===== src/hw/rtl/swm_pkg.sv =====
// Shared types and constants for the sensor window monitor.
package swm_pkg;

  localparam int SAMPLE_W = 10;
  localparam int PERIOD_W = 4;
  localparam int KIND_W   = 2;
  localparam int CFG_IDX_W  = 2;
  localparam int CFG_DATA_W = 10;

  localparam logic [SAMPLE_W-1:0] LOW_LIMIT_RST    = 10'd10;
  localparam logic [SAMPLE_W-1:0] HIGH_LIMIT_RST   = 10'd1013;
  localparam logic [SAMPLE_W-1:0] SPREAD_LIMIT_RST = 10'd500;
  localparam logic [PERIOD_W-1:0] BLINK_PERIOD_RST = 4'd4;
  localparam logic [SAMPLE_W-1:0] WIN_MIN_RST      = 10'd1023;

  typedef enum logic [KIND_W-1:0] {
    KIND_SAMPLE = 2'd0,
    KIND_CHECK  = 2'd1,
    KIND_TICK   = 2'd2,
    KIND_NONE   = 2'd3
  } kind_t;

  typedef enum logic [CFG_IDX_W-1:0] {
    REG_LOW_LIMIT    = 2'd0,
    REG_HIGH_LIMIT   = 2'd1,
    REG_SPREAD_LIMIT = 2'd2,
    REG_BLINK_PERIOD = 2'd3
  } cfg_idx_t;

  typedef struct packed {
    logic [SAMPLE_W-1:0] low_limit;
    logic [SAMPLE_W-1:0] high_limit;
    logic [SAMPLE_W-1:0] spread_limit;
    logic [PERIOD_W-1:0] blink_period;
  } cfg_t;

  typedef struct packed {
    logic                led_on;
    logic                out_of_range;
    logic                spread_alarm;
    logic [SAMPLE_W-1:0] spread;
    logic                sample_dropped;
  } result_t;

endpackage


===== src/hw/rtl/swm_if.sv =====
// Valid/ready channel interfaces for input words, result words and config writes.
interface swm_in_if;
  logic                          valid;
  logic                          ready;
  logic [swm_pkg::KIND_W-1:0]    kind;
  logic [swm_pkg::SAMPLE_W-1:0]  sample;

  modport source (output valid, output kind, output sample, input ready);
  modport sink   (input valid, input kind, input sample, output ready);
endinterface

interface swm_out_if;
  logic                          valid;
  logic                          ready;
  logic                          led_on;
  logic                          out_of_range;
  logic                          spread_alarm;
  logic [swm_pkg::SAMPLE_W-1:0]  spread;
  logic                          sample_dropped;

  modport source (output valid, output led_on, output out_of_range, output spread_alarm,
                  output spread, output sample_dropped, input ready);
  modport sink   (input valid, input led_on, input out_of_range, input spread_alarm,
                  input spread, input sample_dropped, output ready);
endinterface

interface swm_cfg_if;
  logic                            valid;
  logic                            ready;
  logic [swm_pkg::CFG_IDX_W-1:0]   index;
  logic [swm_pkg::CFG_DATA_W-1:0]  data;

  modport source (output valid, output index, output data, input ready);
  modport sink   (input valid, input index, input data, output ready);
endinterface


===== src/hw/rtl/sensor_window_monitor_led_top.sv =====
// Top level of the sensor window monitor with LED driver.
// Usage:
//   in_port  : valid/ready words carrying kind (0 sample, 1 window check,
//              2 LED tick, 3 no-op) and a 10-bit sample.
//   out_port : one result word per input word: LED level, out-of-range,
//              spread alarm, window spread and sample-dropped flags.
//   cfg_port : register writes (0 low limit, 1 high limit, 2 spread limit,
//              3 slow blink period); always ready, take effect next cycle.
//   Pipeline: a word accepted on in_port passes through the input register,
//   then the result register, before its result is valid on out_port.
//   Throughput: one word per cycle while out_port does not stall; the single
//   update path from input register to result register sets that figure.
//   Reset (rst_n low, synchronous): window empty, flags clear, LED lit,
//   registers at their defaults, both pipeline stages empty.
//   When out_port stalls the result register holds, the input register
//   still takes one more word, and in_port.ready then drops until the
//   receiver takes the result.
module sensor_window_monitor_led_top #(
  parameter int WINDOW_DEPTH = 5
) (
  input  logic      clk,
  input  logic      rst_n,
  swm_in_if.sink    in_port,
  swm_out_if.source out_port,
  swm_cfg_if.sink   cfg_port
);
  import swm_pkg::*;

  logic                in_valid_r;
  logic [KIND_W-1:0]   kind_r;
  logic [SAMPLE_W-1:0] sample_r;
  logic                out_valid_r;
  result_t             res_r;
  result_t             res_nxt;
  cfg_t                cfg;
  logic                advance;

  assign advance       = in_valid_r && (!out_valid_r || out_port.ready);
  assign in_port.ready = !in_valid_r || advance;

  swm_cfg u_cfg (
    .clk      (clk),
    .rst_n    (rst_n),
    .cfg_port (cfg_port),
    .cfg      (cfg)
  );

  swm_core #(
    .WINDOW_DEPTH (WINDOW_DEPTH)
  ) u_core (
    .clk     (clk),
    .rst_n   (rst_n),
    .advance (advance),
    .kind    (kind_r),
    .sample  (sample_r),
    .cfg     (cfg),
    .result  (res_nxt)
  );

  always_ff @(posedge clk) begin
    if (!rst_n) begin
      in_valid_r  <= 1'b0;
      out_valid_r <= 1'b0;
    end else begin
      if (in_port.ready) in_valid_r <= in_port.valid;
      if (advance) begin
        out_valid_r <= 1'b1;
      end else if (out_port.ready) begin
        out_valid_r <= 1'b0;
      end
    end
  end

  always_ff @(posedge clk) begin
    if (in_port.valid && in_port.ready) begin
      kind_r   <= in_port.kind;
      sample_r <= in_port.sample;
    end
    if (advance) res_r <= res_nxt;
  end

  assign out_port.valid          = out_valid_r;
  assign out_port.led_on         = res_r.led_on;
  assign out_port.out_of_range   = res_r.out_of_range;
  assign out_port.spread_alarm   = res_r.spread_alarm;
  assign out_port.spread         = res_r.spread;
  assign out_port.sample_dropped = res_r.sample_dropped;

endmodule


===== src/hw/rtl/swm_cfg.sv =====
// Configuration register file for limits and blink period.
module swm_cfg (
  input  logic          clk,
  input  logic          rst_n,
  swm_cfg_if.sink       cfg_port,
  output swm_pkg::cfg_t cfg
);
  import swm_pkg::*;

  cfg_t cfg_r;
  cfg_t cfg_nxt;

  assign cfg_port.ready = 1'b1;
  assign cfg = cfg_r;

  always_comb begin
    cfg_nxt = cfg_r;
    if (cfg_port.valid) begin
      unique case (cfg_idx_t'(cfg_port.index))
        REG_LOW_LIMIT:    cfg_nxt.low_limit    = cfg_port.data[SAMPLE_W-1:0];
        REG_HIGH_LIMIT:   cfg_nxt.high_limit   = cfg_port.data[SAMPLE_W-1:0];
        REG_SPREAD_LIMIT: cfg_nxt.spread_limit = cfg_port.data[SAMPLE_W-1:0];
        REG_BLINK_PERIOD: cfg_nxt.blink_period = cfg_port.data[PERIOD_W-1:0];
        default:          cfg_nxt = cfg_r;
      endcase
    end
  end

  always_ff @(posedge clk) begin
    if (!rst_n) begin
      cfg_r.low_limit    <= LOW_LIMIT_RST;
      cfg_r.high_limit   <= HIGH_LIMIT_RST;
      cfg_r.spread_limit <= SPREAD_LIMIT_RST;
      cfg_r.blink_period <= BLINK_PERIOD_RST;
    end else begin
      cfg_r <= cfg_nxt;
    end
  end

endmodule


===== src/hw/rtl/swm_core.sv =====
// Window min/max/count, range and alarm flags, LED blink state and result logic.
module swm_core #(
  parameter int WINDOW_DEPTH = 5
) (
  input  logic                          clk,
  input  logic                          rst_n,
  input  logic                          advance,
  input  logic [swm_pkg::KIND_W-1:0]    kind,
  input  logic [swm_pkg::SAMPLE_W-1:0]  sample,
  input  swm_pkg::cfg_t                 cfg,
  output swm_pkg::result_t              result
);
  import swm_pkg::*;

  localparam int CNT_W = $clog2(WINDOW_DEPTH + 1);
  localparam logic [CNT_W-1:0] DEPTH_C = CNT_W'(WINDOW_DEPTH);

  logic [CNT_W-1:0]    count_r, count_nxt;
  logic [SAMPLE_W-1:0] min_r, min_nxt;
  logic [SAMPLE_W-1:0] max_r, max_nxt;
  logic                range_r, range_nxt;
  logic                alarm_r, alarm_nxt;
  logic                led_r, led_nxt;
  logic [PERIOD_W-1:0] blink_r, blink_nxt;

  logic [PERIOD_W-1:0] period;
  logic [PERIOD_W:0]   blink_inc;
  logic [SAMPLE_W-1:0] spread;
  logic                dropped;

  assign period    = (cfg.blink_period == '0) ? PERIOD_W'(1) : cfg.blink_period;
  assign blink_inc = {1'b0, blink_r} + (PERIOD_W+1)'(1);

  always_comb begin
    count_nxt = count_r;
    min_nxt   = min_r;
    max_nxt   = max_r;
    range_nxt = range_r;
    alarm_nxt = alarm_r;
    led_nxt   = led_r;
    blink_nxt = blink_r;
    spread    = '0;
    dropped   = 1'b0;
    unique case (kind_t'(kind))
      KIND_SAMPLE: begin
        if (count_r >= DEPTH_C) begin
          dropped = 1'b1;
        end else begin
          if (sample < min_r) min_nxt = sample;
          if (sample > max_r) max_nxt = sample;
          count_nxt = count_r + CNT_W'(1);
        end
        range_nxt = (sample < cfg.low_limit) || (sample > cfg.high_limit);
      end
      KIND_CHECK: begin
        if (count_r == '0) begin
          alarm_nxt = 1'b0;
        end else begin
          spread    = max_r - min_r;
          alarm_nxt = spread > cfg.spread_limit;
        end
        count_nxt = '0;
        min_nxt   = WIN_MIN_RST;
        max_nxt   = '0;
      end
      KIND_TICK: begin
        if (range_r) begin
          blink_nxt = '0;
          led_nxt   = ~led_r;
        end else if (alarm_r) begin
          if (blink_r == '0) led_nxt = ~led_r;
          blink_nxt = (blink_inc >= {1'b0, period}) ? '0 : blink_inc[PERIOD_W-1:0];
        end else begin
          blink_nxt = '0;
          led_nxt   = 1'b0;
        end
      end
      default: ;
    endcase
  end

  always_comb begin
    result.led_on         = led_nxt;
    result.out_of_range   = range_nxt;
    result.spread_alarm   = alarm_nxt;
    result.spread         = spread;
    result.sample_dropped = dropped;
  end

  always_ff @(posedge clk) begin
    if (!rst_n) begin
      count_r <= '0;
      min_r   <= WIN_MIN_RST;
      max_r   <= '0;
      range_r <= 1'b0;
      alarm_r <= 1'b0;
      led_r   <= 1'b1;
      blink_r <= '0;
    end else if (advance) begin
      count_r <= count_nxt;
      min_r   <= min_nxt;
      max_r   <= max_nxt;
      range_r <= range_nxt;
      alarm_r <= alarm_nxt;
      led_r   <= led_nxt;
      blink_r <= blink_nxt;
    end
  end

  a_count_bound: assert property (@(posedge clk) disable iff (!rst_n)
    count_r <= DEPTH_C)
    else $error("window count above depth");

  a_check_clears: assert property (@(posedge clk) disable iff (!rst_n)
    (advance && kind_t'(kind) == KIND_CHECK) |=> (count_r == '0 && max_r == '0))
    else $error("window not cleared by check");

  a_nonempty_order: assert property (@(posedge clk) disable iff (!rst_n)
    (count_r != '0) |-> (max_r >= min_r))
    else $error("window max below min");

  a_drop_when_full: assert property (@(posedge clk) disable iff (!rst_n)
    (advance && result.sample_dropped) |=> $stable(count_r))
    else $error("dropped sample changed window count");

endmodule


===== src/flat_wrapper.sv =====
// flat-port wrapper written by rule: the top's interface ports become plain ports
module sensor_window_monitor_led_top_flat import swm_pkg::*;
#(
  parameter int WINDOW_DEPTH = 5
)
  (clk, rst_n, in_port_valid, in_port_kind, in_port_sample, in_port_ready, out_port_valid, out_port_led_on, out_port_out_of_range, out_port_spread_alarm, out_port_spread, out_port_sample_dropped, out_port_ready, cfg_port_valid, cfg_port_index, cfg_port_data, cfg_port_ready);
  swm_in_if in_port_i ();
  swm_out_if out_port_i ();
  swm_cfg_if cfg_port_i ();
  input  logic clk;
  input  logic rst_n;
  input wire logic [$bits(in_port_i.valid)-1:0] in_port_valid;
  input wire logic [$bits(in_port_i.kind)-1:0] in_port_kind;
  input wire logic [$bits(in_port_i.sample)-1:0] in_port_sample;
  output wire logic [$bits(in_port_i.ready)-1:0] in_port_ready;
  output wire logic [$bits(out_port_i.valid)-1:0] out_port_valid;
  output wire logic [$bits(out_port_i.led_on)-1:0] out_port_led_on;
  output wire logic [$bits(out_port_i.out_of_range)-1:0] out_port_out_of_range;
  output wire logic [$bits(out_port_i.spread_alarm)-1:0] out_port_spread_alarm;
  output wire logic [$bits(out_port_i.spread)-1:0] out_port_spread;
  output wire logic [$bits(out_port_i.sample_dropped)-1:0] out_port_sample_dropped;
  input wire logic [$bits(out_port_i.ready)-1:0] out_port_ready;
  input wire logic [$bits(cfg_port_i.valid)-1:0] cfg_port_valid;
  input wire logic [$bits(cfg_port_i.index)-1:0] cfg_port_index;
  input wire logic [$bits(cfg_port_i.data)-1:0] cfg_port_data;
  output wire logic [$bits(cfg_port_i.ready)-1:0] cfg_port_ready;
  assign in_port_i.valid = in_port_valid;
  assign in_port_i.kind = in_port_kind;
  assign in_port_i.sample = in_port_sample;
  assign in_port_ready = in_port_i.ready;
  assign out_port_valid = out_port_i.valid;
  assign out_port_led_on = out_port_i.led_on;
  assign out_port_out_of_range = out_port_i.out_of_range;
  assign out_port_spread_alarm = out_port_i.spread_alarm;
  assign out_port_spread = out_port_i.spread;
  assign out_port_sample_dropped = out_port_i.sample_dropped;
  assign out_port_i.ready = out_port_ready;
  assign cfg_port_i.valid = cfg_port_valid;
  assign cfg_port_i.index = cfg_port_index;
  assign cfg_port_i.data = cfg_port_data;
  assign cfg_port_ready = cfg_port_i.ready;
  sensor_window_monitor_led_top #(.WINDOW_DEPTH(WINDOW_DEPTH)) u_core (.clk(clk), .rst_n(rst_n), .in_port(in_port_i), .out_port(out_port_i), .cfg_port(cfg_port_i));
endmodule

===== config.mk =====
export PLATFORM = sky130hd
export DESIGN_NAME = sensor_window_monitor_led_top_flat
export DESIGN_NICKNAME = d
export VERILOG_FILES = /design/src/hw/rtl/swm_pkg.sv /design/src/hw/rtl/swm_if.sv /design/src/hw/rtl/sensor_window_monitor_led_top.sv /design/src/hw/rtl/swm_cfg.sv /design/src/hw/rtl/swm_core.sv /design/src/flat_wrapper.sv
export SDC_FILE = /design/constraint.sdc
export NUM_CORES = 1
export LEC_CHECK = 0
export BUFFER_PORTS_ARGS = -buffer_cell sky130_fd_sc_hd__clkbuf_2
export CAP_MARGIN = 5
export CORE_ASPECT_RATIO = 1.5
export CORE_MARGIN = 10
export CORE_UTILIZATION = 39
export CTS_BUF_LIST = sky130_fd_sc_hd__clkbuf_4 sky130_fd_sc_hd__clkbuf_8
export DETAILED_ROUTE_END_ITERATION = 16
export MAX_ROUTING_LAYER = met4
export PLACE_DENSITY = 0.67
export RECOVER_POWER = 100
export SYNTH_ARGS = -nofsm -noshare
export SYNTH_HDL_FRONTEND = slang
export SYNTH_SLANG_ARGS = --single-unit

===== constraint.sdc =====
create_clock -name clk -period 7.1 [get_ports clk]
set_input_delay 1.42 -clock clk [delete_from_list [all_inputs] [get_ports clk]]
set_output_delay 1.42 -clock clk [all_outputs]
set_load 0.05 [all_outputs]

==> flow_summary.json <==
{
  "port_buffers": 44,
  "multi_input_area_mm2": 0.00272,
  "drt_iter0_drc": 203,
  "p_sw_frac": 0.276,
  "syn_avg_cell_area_um2": 9.28,
  "combPwrFrac": 0.123,
  "drc": 0,
  "fill_cells": 1309,
  "pin_count": 46,
  "p_switching_mw": 0.297,
  "avgViaCountPerCell": 5.28,
  "skew_ns": 0.0144,
  "dp_hpwl_um": 9530,
  "slew_violations": 59,
  "final.setup.worst_slack_ns": 2.31,
  "startpoint_type": "input pin",
  "place_congestion": 0.868,
  "crit_arrival_ns": 5.10,
  "drv_cap": 1,
  "seqPwrFrac": 0.536,
  "mostFrequentLayoutCells": "68 x inv_1, 66 x ha_1, 66 x dfxtp_1, 49 x nand2_1, 34 x a21oi_1",
  "violations": "capacitance limit, slew limit",
  "antenna_found_initial": 0,
  "drive_gt1_frac": 0.0867,
  "outcome": "finished, violations left",
  "fin_setup_tns_ns": 0,
  "synth-seq-area-share": 0.407,
  "grt_pass1_wl_um": 20000,
  "fin_crit_ns": 4.79,
  "cts_resized": 0,
  "cts_tree": "built",
  "cts_inserted_buffers": 9,
  "place_ws_ns": 3.58,
  "worst_slew_pin_slew_ns": 2.32,
  "wirelength_um": 12000,
  "power_density_mw_per_mm2": 189,
  "worstSkewPairLatency_ns": 0.37,
  "path_class": "in2reg",
  "start_util": 0.397,
  "rsz0062_at_grt": "no",
  "synthesis.area_mm2": 0.00517,
  "grt_max_degree": 59,
  "clock.fmax_mhz": 209,
  "grt_usage": 0.138,
  "end_kind": "flip-flop",
  "nets": 691,
  "dr.pass1.iters": 5,
  "post_cts_buffers": 0,
  "n_antenna_cell": 0,
  "htreeDepth": 3,
  "finalCritPeriodShare": 0.674,
  "max_slew_margin": -0.547,
  "num_rows": 51,
  "ir_worst_vdd_uv": 118,
  "fp.dieH_um": 161,
  "yosysWarnings": 0,
  "core-area_mm2": 0.0130,
  "synthArstFlopShare": 0,
  "final_common_cell": "inv_1",
  "regArea_mm2": 0.00210,
  "dieArea_mm2": 0.0183,
  "synthFlopType": "dfxtp_1",
  "grt_pass1_vias": 4137,
  "hold_viol_final": 0,
  "vias": 4004,
  "setup_viol": 0,
  "synth_cell_types": 58,
  "syn_nets": 653,
  "internal_power_mw": 0.779,
  "clock-sinks": 92,
  "required_ns": 7.41,
  "clock_path_buffers": 2,
  "power_frac_clock": 0.340,
  "areaGrowthSynthToFinish_pct": 10.0,
  "overflow": 0,
  "wl_per_cell_um": 15.9,
  "ant_nets": 0,
  "ctsRootBufferMaster": "clkbuf_8",
  "critPathMaxFanout": 58,
  "rrSetupSlack_ns": 3.86,
  "hold_class": "reg2reg",
  "clkTransAtPathRegs_ns": 0.10,
  "cts_hold_buf": 0,
  "dieWidth_um": 114,
  "synth_seq_cells": 92,
  "synth_edf_count": 26,
  "p_leak_nw": 2.53,
  "synth_cells": 557
}
## routing by layer
metal / part of all wire / global-route usage / up-vias / wire [um]
li1: - / - / 2023 / -
met1: 0.40 / 0.145 / 1865 / 4800
met2: 0.53 / 0.244 / 88 / 6370
met3: 0.034 / 0.0219 / 28 / 408
met4: 0.039 / 0.0686 / 0 / 465
met5: 0 / - / - / 0
## Yosys cell counts, types with 3 or more instances
cell type / count / area, um2
inv_1: 67 / 251
dfxtp_1: 66 / 1320
ha_1: 66 / 826
nand2_1: 49 / 184
a21oi_1: 34 / 170
nor2b_1: 27 / 169
edfxtp_1: 26 / 781
nor2_1: 23 / 86.3
nor3_1: 22 / 110
o211ai_1: 15 / 113
a31oi_1: 13 / 81.3
o21ai_0: 12 / 60.1
clkbuf_1: 11 / 41.3
a22o_1: 10 / 87.6
a21o_1: 9 / 67.6
nand3_1: 8 / 40.0
o21ai_1: 8 / 40.0
nand4_1: 7 / 43.8
a21boi_0: 6 / 45.0
nand2b_1: 6 / 37.5
o21a_1: 6 / 45.0
mux2i_1: 5 / 50.1
xor2_1: 5 / 43.8
a21boi_1: 4 / 30.0
buf_2: 4 / 20.0
xnor2_1: 4 / 35.0
a211oi_1: 3 / 22.5
and2_1: 3 / 18.8
and3_1: 3 / 18.8
nand3b_1: 3 / 22.5
or2_2: 3 / 18.8
## cell type report
class / instances / area share
clock buffers: 10 / 0.0231
clock inverters: 6 / 0.0130
inverters: 68 / 0.0449
multi-input cells: 380 / 0.479
flip-flops and latches: 92 / 0.370
well taps: 159 / 0.0350
repair buffers: 44 / 0.0350
## cells by family (layout without fill, tap and decap cells)
logic type	count (synthesis)	in the layout	synth area share
and+or+nand+nor	163	163	0.162
AOI/OAI and AO/OA	135	135	0.177
DFF	92	92	0.407
buffers and inverters	85	128	0.0649
adders and majority gates	67	67	0.164
xor gates and xnor gates	9	9	0.0153
muxes	5	5	0.00969
other	1	1	0.000726
## registers in the layout, indices dropped and copies added, names as in the netlist
name / flops
u_core.u_core.count_r: 3
u_core.out_port.out_of_range: 1
u_core.sample_r: 10
u_core.out_port.valid: 1
u_core.out_port.spread: 10
u_core.out_port.spread_alarm: 1
u_core.u_core.led_r: 1
u_core.u_core.min_r: 10
u_core.u_core.range_r: 1
u_core.in_valid_r: 1
u_core.kind_r: 2
u_core.u_cfg.cfg: 34
u_core.u_core.max_r: 10
u_core.u_core.alarm_r: 1
u_core.out_port.sample_dropped: 1
u_core.out_port.led_on: 1
u_core.u_core.blink_r: 4
## final timing paths
check                                      start                                endpoint  cells past startpoint
max                                        rst_n     u_core.u_core.max_r[0]$_SDFFE_PN0P_                      4
min             u_core.u_cfg.cfg[5]$_SDFFE_PN0P_        u_core.u_cfg.cfg[5]$_SDFFE_PN0P_                      2
max reg2reg  u_core.u_core.min_r[0]$_SDFFE_PN1P_  u_core.out_port.spread_alarm$_DFFE_PP_                     13
min reg2reg     u_core.u_cfg.cfg[5]$_SDFFE_PN0P_        u_core.u_cfg.cfg[5]$_SDFFE_PN0P_                      2
## through the flow
step                      hold slack, ns  area [um2]  instances  total power, mW  utilization
after floorplan                    0.443        5170        557            0.680            -
after global placement             0.460        5510        743            0.718        0.424
after detailed placement           0.462        5510        743            0.724        0.424
after CTS                          0.476        5720        759             1.09        0.439
after global routing               0.505        5680        759             1.12        0.437
final                              0.474        5680        759             1.08        0.437
## critical path, stage by stage
cell	delay (ns)
clkbuf_1	1.62
nand2_1	0.72
nor3_1	1.06
a22o_1	0.25
## power by group through the flow
stage                     Clock [mW]  Combinational [mW]  Sequential (mW)
after floorplan                    0              0.0878            0.592
after global placement             0               0.129            0.589
after detailed placement           0               0.134            0.589
after CTS                      0.373               0.135            0.577
after global routing           0.392               0.151            0.580
final                          0.366               0.133            0.577
No activity file was read; power rests on OpenSTA's default activity.
